<file path="src/sv/hvn_pkg.sv">
package hvn_pkg;

   // Sizes
   localparam int MAX_WIDTH        = 1024;
   localparam int MAX_ROWS         = 1024;
   localparam int HEIGHT_BITS      = 16;
   localparam int NORMAL_FRAC_BITS = 14;

   localparam int ADDR_W = $clog2(MAX_WIDTH);
   localparam int POS_W  = ($clog2(MAX_WIDTH) + 1 > 11) ? $clog2(MAX_WIDTH) + 1 : 11;

   // Arithmetic widths
   localparam int CMP_W      = 18;              // vector component, signed
   localparam int MUL_W      = 19;              // multiplier operand, signed
   localparam int PROD_W     = 2 * MUL_W;
   localparam int SUM_W      = 36;              // squared length
   localparam int RAD_W      = 60;              // root radicand
   localparam int ROOT_W     = RAD_W / 2;
   localparam int ROOT_STEPS = RAD_W / 2;
   localparam int DIV_W      = 48;
   localparam int DIV_STEPS  = NORMAL_FRAC_BITS + 1;
   localparam int FACE_SHIFT = 24;
   localparam int VERT_SHIFT = 20;
   localparam int COUNT_W    = $clog2(ROOT_STEPS > DIV_STEPS ? ROOT_STEPS : DIV_STEPS);

   localparam logic [15:0] UNIT_ONE = 16'(1 << NORMAL_FRAC_BITS);
   localparam logic signed [CMP_W-1:0] FACE_UP = CMP_W'(64);

   // CSR map
   localparam int CSR_AW    = 4;
   localparam int CSR_IDX_W = 2;
   localparam logic [CSR_IDX_W-1:0] REG_HEIGHT_GAIN = 2'd0;
   localparam logic [CSR_IDX_W-1:0] REG_GRID_WIDTH  = 2'd1;
   localparam logic [CSR_IDX_W-1:0] REG_GRID_HEIGHT = 2'd2;

   localparam logic [15:0] GAIN_RESET   = 16'd256;
   localparam logic [10:0] WIDTH_RESET  = 11'd257;
   localparam logic [10:0] HEIGHT_RESET = 11'd257;

   // Request opcodes
   localparam logic OP_SAMPLE = 1'b0;
   localparam logic OP_FLUSH  = 1'b1;

   typedef struct packed {
      logic signed [15:0] x;
      logic signed [15:0] y;
      logic signed [15:0] z;
   } face_type;

   typedef struct packed {
      logic signed [CMP_W-1:0] x;
      logic signed [CMP_W-1:0] y;
      logic signed [CMP_W-1:0] z;
   } vec_type;

   typedef enum logic [1:0] {
      PH_FACE,
      PH_VERT1,
      PH_VERT2,
      PH_FLUSH
   } phase_type;

   typedef enum logic [4:0] {
      DP_NONE,
      DP_LOAD,
      DP_SCALE_MUL,
      DP_SCALE_WR,
      DP_FACE_SET,
      DP_VSUM1,
      DP_VSUM2,
      DP_FL_RD0,
      DP_FL_RD1,
      DP_FL_SUM,
      DP_SQ_MUL,
      DP_SQ_LAST,
      DP_ZERO_NORM,
      DP_ROOT_STEP,
      DP_DIV_PRE,
      DP_DIV_CHK,
      DP_DIV_STEP,
      DP_DIV_END,
      DP_EMIT,
      DP_ADVANCE,
      DP_FL_ADV
   } dp_op_type;

   typedef struct packed {
      dp_op_type  op;
      logic [1:0] comp;
      phase_type  phase;
   } dp_cmd_type;

   typedef struct packed {
      logic is_flush;
      logic sample_ok;
      logic flush_ok;
      logic has_face;
      logic row_end;
      logic sum_zero;
   } dp_status_type;

   typedef enum logic [4:0] {
      ST_IDLE,
      ST_DECODE,
      ST_SCALE_MUL,
      ST_SCALE_WR,
      ST_FACE_SET,
      ST_SQ,
      ST_SQ_LAST,
      ST_SUM_CHK,
      ST_ROOT,
      ST_DIV_PRE,
      ST_DIV_CHK,
      ST_DIV_STEP,
      ST_DIV_END,
      ST_NORM_DONE,
      ST_VSUM1,
      ST_VSUM2,
      ST_EMIT,
      ST_ADVANCE,
      ST_FL_RD0,
      ST_FL_RD1,
      ST_FL_SUM,
      ST_FL_ADV
   } state_type;

endpackage

</file>
<file path="src/sv/hvn_ctrl.sv">
module hvn_ctrl
   import hvn_pkg::*;
(
   input  logic          clock,
   input  logic          reset,
   input  logic          req_valid,
   output logic          req_ready,
   output logic          rsp_valid,
   input  logic          rsp_ready,
   input  dp_status_type status,
   output dp_cmd_type    cmd
);

   state_type          state_ff, state_in;
   logic [COUNT_W-1:0] count_ff, count_in;
   logic [1:0]         comp_ff, comp_in;
   phase_type          phase_ff, phase_in;
   logic               rsp_valid_ff, rsp_valid_in;

   always_ff @(posedge clock) begin
      if (reset) begin
         state_ff     <= ST_IDLE;
         count_ff     <= '0;
         comp_ff      <= '0;
         phase_ff     <= PH_FACE;
         rsp_valid_ff <= 1'b0;
      end else begin
         state_ff     <= state_in;
         count_ff     <= count_in;
         comp_ff      <= comp_in;
         phase_ff     <= phase_in;
         rsp_valid_ff <= rsp_valid_in;
      end
   end

   always_comb begin
      state_in     = state_ff;
      count_in     = count_ff;
      comp_in      = comp_ff;
      phase_in     = phase_ff;
      rsp_valid_in = rsp_valid_ff && !rsp_ready;
      req_ready    = 1'b0;
      cmd.op       = DP_NONE;
      cmd.comp     = comp_ff;
      cmd.phase    = phase_ff;

      case (state_ff)
         ST_IDLE: begin
            req_ready = 1'b1;
            if (req_valid) begin
               cmd.op   = DP_LOAD;
               state_in = ST_DECODE;
            end
         end
         ST_DECODE: begin
            if (status.is_flush) begin
               state_in = status.flush_ok ? ST_FL_RD0 : ST_IDLE;
            end else begin
               state_in = status.sample_ok ? ST_SCALE_MUL : ST_IDLE;
            end
         end
         ST_SCALE_MUL: begin
            cmd.op   = DP_SCALE_MUL;
            state_in = ST_SCALE_WR;
         end
         ST_SCALE_WR: begin
            cmd.op   = DP_SCALE_WR;
            state_in = status.has_face ? ST_FACE_SET : ST_ADVANCE;
         end
         ST_FACE_SET: begin
            cmd.op   = DP_FACE_SET;
            phase_in = PH_FACE;
            count_in = '0;
            state_in = ST_SQ;
         end
         ST_SQ: begin
            cmd.op   = DP_SQ_MUL;
            cmd.comp = count_ff[1:0];
            count_in = count_ff + COUNT_W'(1);
            if (count_ff == COUNT_W'(2)) begin
               state_in = ST_SQ_LAST;
            end
         end
         ST_SQ_LAST: begin
            cmd.op   = DP_SQ_LAST;
            state_in = ST_SUM_CHK;
         end
         ST_SUM_CHK: begin
            count_in = '0;
            if (status.sum_zero) begin
               cmd.op   = DP_ZERO_NORM;
               state_in = ST_NORM_DONE;
            end else begin
               state_in = ST_ROOT;
            end
         end
         ST_ROOT: begin
            cmd.op   = DP_ROOT_STEP;
            count_in = count_ff + COUNT_W'(1);
            if (count_ff == COUNT_W'(ROOT_STEPS - 1)) begin
               comp_in  = 2'd0;
               state_in = ST_DIV_PRE;
            end
         end
         ST_DIV_PRE: begin
            cmd.op   = DP_DIV_PRE;
            state_in = ST_DIV_CHK;
         end
         ST_DIV_CHK: begin
            cmd.op   = DP_DIV_CHK;
            count_in = '0;
            state_in = ST_DIV_STEP;
         end
         ST_DIV_STEP: begin
            cmd.op   = DP_DIV_STEP;
            count_in = count_ff + COUNT_W'(1);
            if (count_ff == COUNT_W'(DIV_STEPS - 1)) begin
               state_in = ST_DIV_END;
            end
         end
         ST_DIV_END: begin
            cmd.op = DP_DIV_END;
            if (comp_ff == 2'd2) begin
               state_in = ST_NORM_DONE;
            end else begin
               comp_in  = comp_ff + 2'd1;
               state_in = ST_DIV_PRE;
            end
         end
         ST_NORM_DONE: begin
            state_in = (phase_ff == PH_FACE) ? ST_VSUM1 : ST_EMIT;
         end
         ST_VSUM1: begin
            cmd.op   = DP_VSUM1;
            phase_in = PH_VERT1;
            count_in = '0;
            state_in = ST_SQ;
         end
         ST_VSUM2: begin
            cmd.op   = DP_VSUM2;
            phase_in = PH_VERT2;
            count_in = '0;
            state_in = ST_SQ;
         end
         ST_EMIT: begin
            if (!rsp_valid_ff || rsp_ready) begin
               cmd.op       = DP_EMIT;
               rsp_valid_in = 1'b1;
               case (phase_ff)
                  PH_VERT1: state_in = status.row_end ? ST_VSUM2 : ST_ADVANCE;
                  PH_VERT2: state_in = ST_ADVANCE;
                  PH_FLUSH: state_in = ST_FL_ADV;
                  default:  state_in = ST_IDLE;
               endcase
            end
         end
         ST_ADVANCE: begin
            cmd.op   = DP_ADVANCE;
            state_in = ST_IDLE;
         end
         ST_FL_RD0: begin
            cmd.op   = DP_FL_RD0;
            state_in = ST_FL_RD1;
         end
         ST_FL_RD1: begin
            cmd.op   = DP_FL_RD1;
            state_in = ST_FL_SUM;
         end
         ST_FL_SUM: begin
            cmd.op   = DP_FL_SUM;
            phase_in = PH_FLUSH;
            count_in = '0;
            state_in = ST_SQ;
         end
         ST_FL_ADV: begin
            cmd.op   = DP_FL_ADV;
            state_in = ST_IDLE;
         end
         default: begin
            state_in = ST_IDLE;
         end
      endcase
   end

   assign rsp_valid = rsp_valid_ff;

   // result register is never overwritten while it still holds a result
   a_emit_free: assert property (@(posedge clock) disable iff (reset)
      (cmd.op == DP_EMIT) |-> (!rsp_valid_ff || rsp_ready))
      else $error("result register overwritten");

   a_emit_shows: assert property (@(posedge clock) disable iff (reset)
      (cmd.op == DP_EMIT) |=> rsp_valid_ff)
      else $error("emitted result not presented");

   a_root_bound: assert property (@(posedge clock) disable iff (reset)
      (state_ff == ST_ROOT) |-> (count_ff < COUNT_W'(ROOT_STEPS)))
      else $error("root iteration overrun");

   a_new_req_only_idle: assert property (@(posedge clock) disable iff (reset)
      (cmd.op == DP_LOAD) |=> (state_ff == ST_DECODE))
      else $error("request load did not start decode");

endmodule

</file>
<file path="config.mk">
export PLATFORM = sky130hd
export DESIGN_NAME = hvn_ctrl
export DESIGN_NICKNAME = d
export VERILOG_FILES = /design/src/sv/hvn_pkg.sv /design/src/sv/hvn_ctrl.sv
export SDC_FILE = /design/constraint.sdc
export NUM_CORES = 1
export LEC_CHECK = 0
export ABC_AREA = 1
export BUFFER_PORTS_ARGS = -buffer_cell sky130_fd_sc_hd__buf_2
export CORE_AREA = 4 4 66 68
export CTS_CLUSTER_DIAMETER = 40
export DETAILED_ROUTE_END_ITERATION = 10
export DIE_AREA = 0 0 70 72
export SLEW_MARGIN = 20
export SYNTH_ARGS = -nofsm -noshare
export SYNTH_HDL_FRONTEND = slang
export SYNTH_SLANG_ARGS = --single-unit
</file>
<file path="constraint.sdc">
create_clock -name clock -period 2.6 [get_ports clock]
set_input_delay 0.26 -clock clock [delete_from_list [all_inputs] [get_ports clock]]
set_output_delay 0.26 -clock clock [all_outputs]
set_load 0.005 [all_outputs]
</file>
Word level (Yosys, flattened, before mapping):

Cells that the tools add are included.

* equality and inequality tests: 34
* bitwise gates (word level): 0
* reduce and logical (&&, ||, !) cells: 14
* mux-type cells: 28
* add/subtract/negate cells: 2
* shifts and indexed selects: 0
* $mul: 0
* magnitude comparators: 0
* div/mod/pow operators: 0

Operators by type and width (count)
* 5-bit one-hot mux with 20 select lines: 1
* 5-bit one-hot mux with 17 select lines: 1
* 5-bit two-way mux: 11
* 5-bit by 4-bit == test with 1-bit output (second input constant): 9
* 5-bit == test (second input constant): 7
* 5-bit by 3-bit == test with 1-bit output (second input constant): 4
* 5-bit by 2-bit == test with 1-bit output (second input constant): 3
* 5-bit one-hot mux with 3 select lines: 1
* 2-bit != test (second input constant): 6
* 5-bit one-hot mux with 2 select lines: 1
* 2-bit two-way mux: 4
* 2-bit one-hot mux with 4 select lines: 1
* 2-bit == test (second input constant): 3
* 3-bit two-way mux: 2
* 6-bit OR reduction: 1
* 5-bit by 1-bit adder with 5-bit output (second input constant): 1
* 5-bit by 1-bit == test with 1-bit output (second input constant): 1
* 5-bit zero test: 1
* 5-bit AND reduction: 1
* 1-bit two-way mux: 4
* 4-bit two-way mux: 1
* 2-bit one-hot mux with 2 select lines: 1
* 2-bit nonzero test: 2
* 4-bit nonzero test: 1
* other kinds (9): 10

* flip-flop bits (word level): 15
* bits in latches: 0
* memories: 0
* memory bits (read-only): 0
* output and inout port bits: 11
* word-level logic and storage cells: 83
* bits in writable memories: 0
* input bits: 10

Longest topological paths before layout:

Gate-level depths: netlist of the first run.

* depth in word-level cells: 4
* depth in mapped cells: 11
* gate-level depth less buffers: 11

Worst setup path after synthesis of the first run:

Ideal clock, no wire load.

* kind: flip-flop to output port
* from: register state_ff[4]
* to: output port cmd[6] in the netlist's numbering
* required time: 2340 ps
* cell stages (with the launch flop): 8
* path buffers: 1
* data arrival time: 1191 ps
* slack: 1149 ps
* path through: dfxtp_1 inv_1 buf_2 nand2_1 inv_1 o21ai_0 nand4_1 nand3b_1

RTL lines
* start: declaration: RTL line hvn_ctrl.sv:14 `state_type state_ff, state_in;`
* start signal: assignment: RTL line hvn_ctrl.sv:28 `state_ff <= state_in;`
* end: declaration: RTL line hvn_ctrl.sv:11 `output dp_cmd_type cmd`

==> results of run 1 <==
-- worst paths after layout --
check,startpoint,endpoint,depth (start not counted)
setup reg to reg,state_ff[4],state_ff[2],9
hold / removal,rsp_ready,rsp_valid,4
setup / recovery,state_ff[1],cmd[7],8
hold reg to reg,comp_ff[1],comp_ff[1],2
-- layout make-up --
cell class              count  area share [%]
multi-input cells         186            58.7
flip-flops and latches     15            20.2
inverters                  28            7.06
repair buffers             20            6.72
well taps                  50            4.20
clock buffers               3            2.77
clock inverters             1           0.336
-- metrics by stage --
stage                     setup WS [ps]  instances  utilization (%)
after floorplan                    1150        231                -
after global placement              739        299             37.4
after detailed placement            774        299             37.4
after CTS                           482        303             38.6
after global routing                330        303             38.6
final                               463        303             38.6
-- routing by layer --
layer | GRT usage, % | routed length, µm
met4 | 7.23 | 87
met2 | 26.9 | 1770
met5 | 0 | 0
met1 | 20.4 | 1820
met3 | 3.32 | 226
-- power by group through the flow --
| stage | Sequential, mW | Combinational (mW) | Clock (mW) |
|---|---|---|---|
| after global placement | 0.269 | 0.267 | 0 |
| after floorplan | 0.264 | 0.181 | 0 |
| after CTS | 0.264 | 0.264 | 0.210 |
| final | 0.264 | 0.266 | 0.204 |
| after detailed placement | 0.269 | 0.263 | 0 |
| after global routing | 0.266 | 0.297 | 0.217 |
-- cells in the final DEF (no fill, tap or decap), drive strengths merged --
cell     n
nor3     5
a21oi   13
inv     28
and3     1
o211a    1
dfxtp   15
nand3   14
clkinv   1
ha       4
a211oi   1
xor2     3
nand3b   4
nor2    54
clkbuf   3
nand4    6
nand2   72
o21ai    7
o22ai    1
buf     20
-- registers in the layout, summed over array words and instances (netlist names) --
register	flops
state_ff	5
count_ff	5
phase_ff	2
comp_ff	2
rsp_valid	1
-- tightest hold or removal path, stage by stage --
cell and delay (ps):
buf_2 70, nor2_1 40, inv_1 70, a21oi_1 70
-- kinds of logic (layout without fill, tap and decap cells) --
family          after synthesis  count (layout)  synth area share (%)
compound gates               23              23                  9.61
xor+xnor                      3               3                  2.04
fa+ha+maj                     4               4                  3.88
buf+inv                      30              52                  8.83
flops                        15              15                  23.3
simple gates                156             156                  52.3
==> impl_metrics.json, run 1 <==
{
  "cts-resized-gates": 0,
  "synth_area_leaders": "dfxtp_1 23%, nand2_1 20%, nor2_1 13%, inv_1 7.6%, nand3_1 5.4%",
  "cts_inserted_buffers": 3,
  "drc_errors": 0,
  "slew_headroom_pct": 72.0,
  "drive_gt1_share_pct": 15.4,
  "synthTopCellsByCount": "67 x nand2_1, 46 x nor2_1, 26 x inv_1, 15 x dfxtp_1, 14 x nand3_1",
  "fmax_ghz": 0.468,
  "diodes": 0,
  "grt_max_degree": 13,
  "worstHoldPathType": "in -> reg",
  "root_buffer": "clkbuf_8",
  "finalSetupTns_ps": 0,
  "rsz0062_at_grt": "no",
  "status": "completed",
  "ys_seq_elements": 15,
  "cp.arrival_ps": 1880,
  "worstSetupStartpointType": "flip-flop",
  "synth_top_area_share_pct": 23.3,
  "finalMaxSlewViolations": 0,
  "ys_seq_area_share_pct": 23.3,
  "crit_fanout": 7,
  "clock_latency_ps": 260,
  "avgSynthCellArea_um2": 5.58,
  "p_comb_share_pct": 36.2,
  "hold_buffers": 0,
  "finalNetCount": 268,
  "drt_iter0_drc": 93,
  "worstPathCellList": "inv_1, nor2_1, nand2_1, nor2_1, nor2_1, and3_1, nand4_1, buf_2",
  "rrSetupSlack_ps": 860,
  "grt_overflow": 0,
  "detail-route-antenna-nets": 0,
  "dp_hpwl_um": 3150,
  "setup_viol": 0,
  "period_share_pct": 82.2,
  "power_density_nw_per_um2": 493,
  "firstDrtPassIters": 4,
  "yosysTopAreaCell": "dfxtp_1",
  "cp_common_cell": "nor2_1",
  "cts_tree": "yes",
  "cp_slowest_cell": "dfxtp_1",
  "die_width_um": 70,
  "core_um2": 3860,
  "fin_hold_ws_ps": 306,
  "synth.most_common_cell": "nand2_1",
  "die_y_um": 72,
  "design_area_um2": 1490,
  "p_leak_nw": 0.763,
  "num-fill-cells": 448,
  "final_hold_viol_count": 0,
  "drt-total-wl_um": 3900,
  "grtUsageTotal_pct": 16.2,
  "viasPerCell": 4.95,
  "synthArstFlopShare_pct": 0,
  "required_ps": 2340,
  "ir_drop_mv": 0.223,
  "ys_warn_count": 0,
  "worst-setup-path-type": "reg -> out",
  "num_io_pins": 21,
  "synthCells": 231,
  "area_growth_pct": 15.5,
  "row_count": 23,
  "antenna_found_initial": 0,
  "multi_input_area_um2": 875,
  "initial_core_util_pct": 33.4,
  "drv_cap": 0,
  "cts_max_level": 1,
  "port_buffers": 20,
  "cp-end-kind": "primary output",
  "synth_edf_count": 0,
  "die_area_um2": 5040,
  "clockPowerShare_pct": 27.7,
  "p_sw_mw": 0.299,
  "clkSlewWorstSetupHoldPaths_ps": 70,
  "seq_area_um2": 300,
  "post_cts_buffers": 0,
  "synth_cell_types": 22,
  "fin_skew_ps": 1.98,
  "routabilityCongestion": 0.921,
  "seq_power_share_pct": 36.0,
  "cts_sinks": 15,
  "period_needed_ps": 2140,
  "syn_nets": 245,
  "p_int_mw": 0.434,
  "cpPeakStageDelay_ps": 460,
  "swShare_pct": 40.8,
  "first_global_vias": 1376,
  "tightest_slew_ps": 418,
  "crit_family": "simple AND/OR/NAND/NOR gates",
  "num_vias": 1499,
  "post_dp_cell_area_um2": 1440,
  "clockBufferDepth": 2,
  "synthFlopType": "dfxtp_1",
  "netlist_area_um2": 1290,
  "finalPower_mw": 0.733,
  "path_buf_inv": 2,
  "wl_per_cell_um": 12.9,
  "grt_pass1_wl_um": 6460
}
No activity file was read; power rests on OpenSTA's default activity.
==> run 2: changes to the inputs <==
- clock period: 2.6 -> 2.2 ns (I/O delays scaled with it)
==> run 2 against run 1 <==
Combinational power is 17% higher. Worst setup slack worse by 280 ps. Die area stayed put. Largest power group is now sequential cells. Count of clock-buffer cells in the layout is 1 higher. Final area hardly changed. Critical path type unchanged. Via count is 1.5% lower.
==> impl_metrics.json, run 2 (synthesized netlist as in run 1, its figures left out) <==
{
  "num_io_pins": 21,
  "wl_per_cell_um": 12.6,
  "root_buffer": "clkbuf_8",
  "design_area_um2": 1490,
  "period_needed_ps": 2020,
  "seq_power_share_pct": 36.3,
  "cp-end-kind": "primary output",
  "num_vias": 1477,
  "cts_sinks": 15,
  "row_count": 23,
  "die_width_um": 70,
  "routabilityCongestion": 0.938,
  "period_share_pct": 91.9,
  "drv_cap": 0,
  "cp_slowest_cell": "dfxtp_1",
  "finalSetupTns_ps": 0,
  "grtUsageTotal_pct": 16.1,
  "antenna_found_initial": 0,
  "num-fill-cells": 454,
  "p_leak_nw": 0.761,
  "largestRegisters": "count_ff (5), state_ff (5)",
  "p_sw_mw": 0.341,
  "worstPathCellList": "inv_1, nor2_1, nand2_1, nor2_1, nor2_1, and3_1, nand4_1, buf_2",
  "cts_tree": "yes",
  "clkSlewWorstSetupHoldPaths_ps": 70,
  "die_y_um": 72,
  "drc_errors": 0,
  "fmax_ghz": 0.495,
  "firstDrtPassIters": 4,
  "crit_family": "simple AND/OR/NAND/NOR gates",
  "drive_gt1_share_pct": 15.0,
  "grt_overflow": 0,
  "status": "completed",
  "core_um2": 3860,
  "cts-resized-gates": 0,
  "tightest_slew_ps": 409,
  "power_density_nw_per_um2": 576,
  "initial_core_util_pct": 33.4,
  "fin_util_pct": 38.6,
  "viasPerCell": 4.87,
  "ir_drop_mv": 0.279,
  "drt_iter0_drc": 116,
  "p_comb_share_pct": 36.2,
  "slew_headroom_pct": 72.7,
  "placed_cells": 299,
  "worst-setup-path-type": "reg -> out",
  "post_dp_cell_area_um2": 1440,
  "hold_buffers": 0,
  "finalNetCount": 268,
  "dp_hpwl_um": 3060,
  "fin_cells": 303,
  "cts_inserted_buffers": 3,
  "first_global_vias": 1366,
  "final_hold_viol_count": 0,
  "drt-total-wl_um": 3830,
  "area_growth_pct": 15.4,
  "p_int_mw": 0.516,
  "fin_skew_ps": 2.00,
  "detail-route-antenna-nets": 0,
  "cp_common_cell": "nor2_1",
  "clockPowerShare_pct": 27.5,
  "cpPeakStageDelay_ps": 450,
  "cp.arrival_ps": 1800,
  "diodes": 0,
  "finalPower_mw": 0.857,
  "grt_pass1_wl_um": 6400,
  "rrSetupSlack_ps": 450,
  "path_buf_inv": 2,
  "clock_latency_ps": 250,
  "swShare_pct": 39.8,
  "worstHoldPathType": "in -> reg",
  "cts_max_level": 1,
  "final_cell_mix": "67 x nand2_1, 46 x nor2_1, 26 x inv_1",
  "rsz0062_at_grt": "no",
  "die_area_um2": 5040,
  "final_common_cell": "nand2_1",
  "grt_max_degree": 13,
  "worstSetupStartpointType": "flip-flop",
  "post_cts_buffers": 0,
  "required_ps": 1980,
  "port_buffers": 20,
  "crit_fanout": 7,
  "setup_viol": 0,
  "clockBufferDepth": 2,
  "finalMaxSlewViolations": 0
}
==> run 2: cell types whose count changed in the layout (fill, tap and decap cells not counted) <==
cell      delta
clkbuf_1     +1
clkinv_2     -1
==> run 2: through the flow <==
stage	hold slack, ps	worst slack, ps
2_1_floorplan	374	789
3_3_place_gp	482	467
3_5_place_dp	485	451
4_1_cts	278	214
5_1_grt	287	33.2
6_report	281	178
==> run 2: layout make-up <==
type	instances	area, µm²	share of cell area (%)
multi-input cells	186	875	58.8
clock buffers	4	45.0	3.03
inverters	28	105	7.06
flip-flops and latches	15	300	20.2
repair buffers	20	100	6.73
well taps	50	62.6	4.21
==> run 2: power groups by stage <==
stage / logic [mW] / clock network [mW] / registers [mW]
after floorplan: 0.213 / 0 / 0.312
after global placement: 0.310 / 0 / 0.317
after detailed placement: 0.306 / 0 / 0.317
after CTS: 0.308 / 0.245 / 0.311
after global routing: 0.346 / 0.257 / 0.314
final: 0.311 / 0.236 / 0.311
==> run 2: routing by layer <==
metal  global-route usage (%)  wire [µm]  up-vias
met5                        0          0        -
met4                     7.45        120        0
met3                     3.74        224       11
met2                     25.5       1710       45
met1                     20.9       1780      646
li1                         -          -      775
==> run 2: final timing paths <==
check | startpoint | endpoint | depth (start not counted)
setup / recovery | state_ff[1] | cmd[5] | 8
hold / removal | rsp_ready | rsp_valid | 4
setup reg to reg | state_ff[4] | count_ff[4] | 9
hold reg to reg | comp_ff[1] | comp_ff[1] | 2
==> run 2: tightest hold or removal path: stages <==
cell and delay, ps:
buf_2 70, nor2_1 50, inv_1 80, a21oi_1 70
==> run 3: changes to the inputs <==
- PLACE_DENSITY_LB_ADDON: default -> 0.1
==> run 3 against run 2 <==
Cell count stayed put. Global-route usage rose by 0.64 points. First-iteration DRC count is 1.7% lower. Via count up 1.8%. Sequential power increased by 1%. Flip-flop and latch count did not move. Critical path type unchanged. Count of clock-buffer cells in the layout fell by 1. Clock skew grew 9.5 ps.
==> impl_metrics.json, run 3 (synthesized netlist as in run 1, its figures left out) <==
{
  "final_cell_mix": "67 x nand2_1, 46 x nor2_1, 26 x inv_1",
  "first_global_vias": 1479,
  "die_area_um2": 5040,
  "die_width_um": 70,
  "gr-usage-met3_pct": 2.22,
  "period_needed_ps": 2060,
  "num_vias": 1504,
  "place_ws_ps": 431,
  "clock_latency_ps": 260,
  "num-fill-cells": 464,
  "grt_pass1_wl_um": 6820,
  "ir_drop_mv": 0.270,
  "reg2reg_to": "count_ff[4]",
  "drt_iter0_drc": 114,
  "finalNetCount": 268,
  "wl_per_cell_um": 13.4,
  "clockBufferDepth": 2,
  "rsz0062_at_grt": "no",
  "clkSlewWorstSetupHoldPaths_ps": 80,
  "drive_gt1_share_pct": 15.8,
  "port_buffers": 20,
  "tightest_slew_ps": 362,
  "largestRegisters": "count_ff (5), state_ff (5)",
  "grtUsageTotal_pct": 16.8,
  "antenna_found_initial": 0,
  "dp_hpwl_um": 3290,
  "initial_core_util_pct": 33.4,
  "cp-end-kind": "primary output",
  "fin_skew_ps": 11.5,
  "grt.busiest_layer": "met2",
  "slew_headroom_pct": 75.9,
  "area_growth_pct": 15.6,
  "fmax_ghz": 0.485,
  "root_buffer": "clkbuf_8",
  "worstSetupStartpointType": "flip-flop",
  "rrSetupSlack_ps": 380,
  "cts_tree": "yes",
  "row_count": 23,
  "crit_end": "cmd[6]",
  "core_um2": 3860,
  "power_density_nw_per_um2": 580,
  "finalMaxSlewViolations": 0,
  "final_hold_viol_count": 0,
  "grt_max_degree": 13,
  "startpoint": "state_ff[4]",
  "grt.met2_usage_pct": 26.3,
  "routabilityCongestion": 1.02,
  "worst-setup-path-type": "reg -> out",
  "finalSetupTns_ps": 0,
  "min_path_cells": 4,
  "gr-usage-met1_pct": 22.7,
  "drt-total-wl_um": 4050,
  "grt_overflow": 0,
  "required_ps": 1980,
  "cts_max_level": 1,
  "worstHoldPathType": "in -> reg",
  "diodes": 0,
  "final_common_cell": "nand2_1",
  "firstDrtPassIters": 4,
  "cts_inserted_buffers": 3,
  "detail-route-antenna-nets": 0,
  "crit_fanout": 12,
  "r2r_start": "state_ff[4]",
  "num_io_pins": 21,
  "drc_errors": 0,
  "hold_buffers": 0,
  "fin_ws_ps": 140,
  "drv_cap": 0,
  "cts_sinks": 15,
  "period_share_pct": 93.6,
  "viasPerCell": 4.96,
  "reg2reg_depth": 9,
  "setup_viol": 0,
  "p_leak_nw": 0.764,
  "cp.arrival_ps": 1840,
  "die_y_um": 72,
  "status": "completed"
}
==> run 3: cell count changes in the layout (fill, tap and decap cells not counted), sizes merged <==
cell and change:
clkbuf -1, clkinv +1
==> run 3: power by group <==
group	internal (mW)	leakage [nW]	switching, mW
Clock	0.126	0.0255	0.118
Combinational	0.101	0.617	0.205
Sequential	0.287	0.122	0.0280
==> run 3: worst min path at each step <==
stage,from,endpoint
6_report,rsp_ready,rsp_valid
5_1_grt,rsp_ready,rsp_valid
4_1_cts,rsp_ready,rsp_valid
3_5_place_dp,phase_ff[1],phase_ff[1]
3_3_place_gp,comp_ff[1],comp_ff[1]
2_1_floorplan,reset,count_ff[0]
==> run 3: through the flow <==
step	instances	area [µm²]	util, %	hold WS, ps	total power, mW
2_1_floorplan	231	1290	-	374	0.526
3_3_place_gp	299	1440	37.4	482	0.629
3_5_place_dp	299	1440	37.4	496	0.623
4_1_cts	303	1490	38.6	257	0.872
5_1_grt	303	1490	38.6	278	0.928
6_report	303	1490	38.6	256	0.864
==> run 3: critical path, stage by stage, from the launching register on <==
cell and delay, ps:
dfxtp_1 420, inv_1 220, nand2_1 180, inv_1 100, o21ai_0 260, nand4_1 110
nand3b_1 170, buf_2 140
==> run 3: final cells by class <==
type                       count  area [µm²]  share of cell area (%)
clock buffer                   3        41.3                    2.77
clock inverter                 1        5.00                   0.336
inverter                      28         105                    7.05
multi-input combinational    186         875                    58.7
sequential                    15         302                    20.2
tap                           50        62.6                    4.20
timing repair buffer          20         100                    6.72
==> run 3: repair_timing <==
action                                  in CTS  in global routing
resized for setup                            0                  1
endpoints found under the setup margin       0                  3
buffers inserted                             0                  0
==> run 3: layer usage <==
layer	wire (µm)	share of wire, %	up-vias
li1	-	-	779
met1	1900	47	653
met2	1760	43	62
met3	282	7.0	10
met4	108	2.7	0
met5	0	0	-
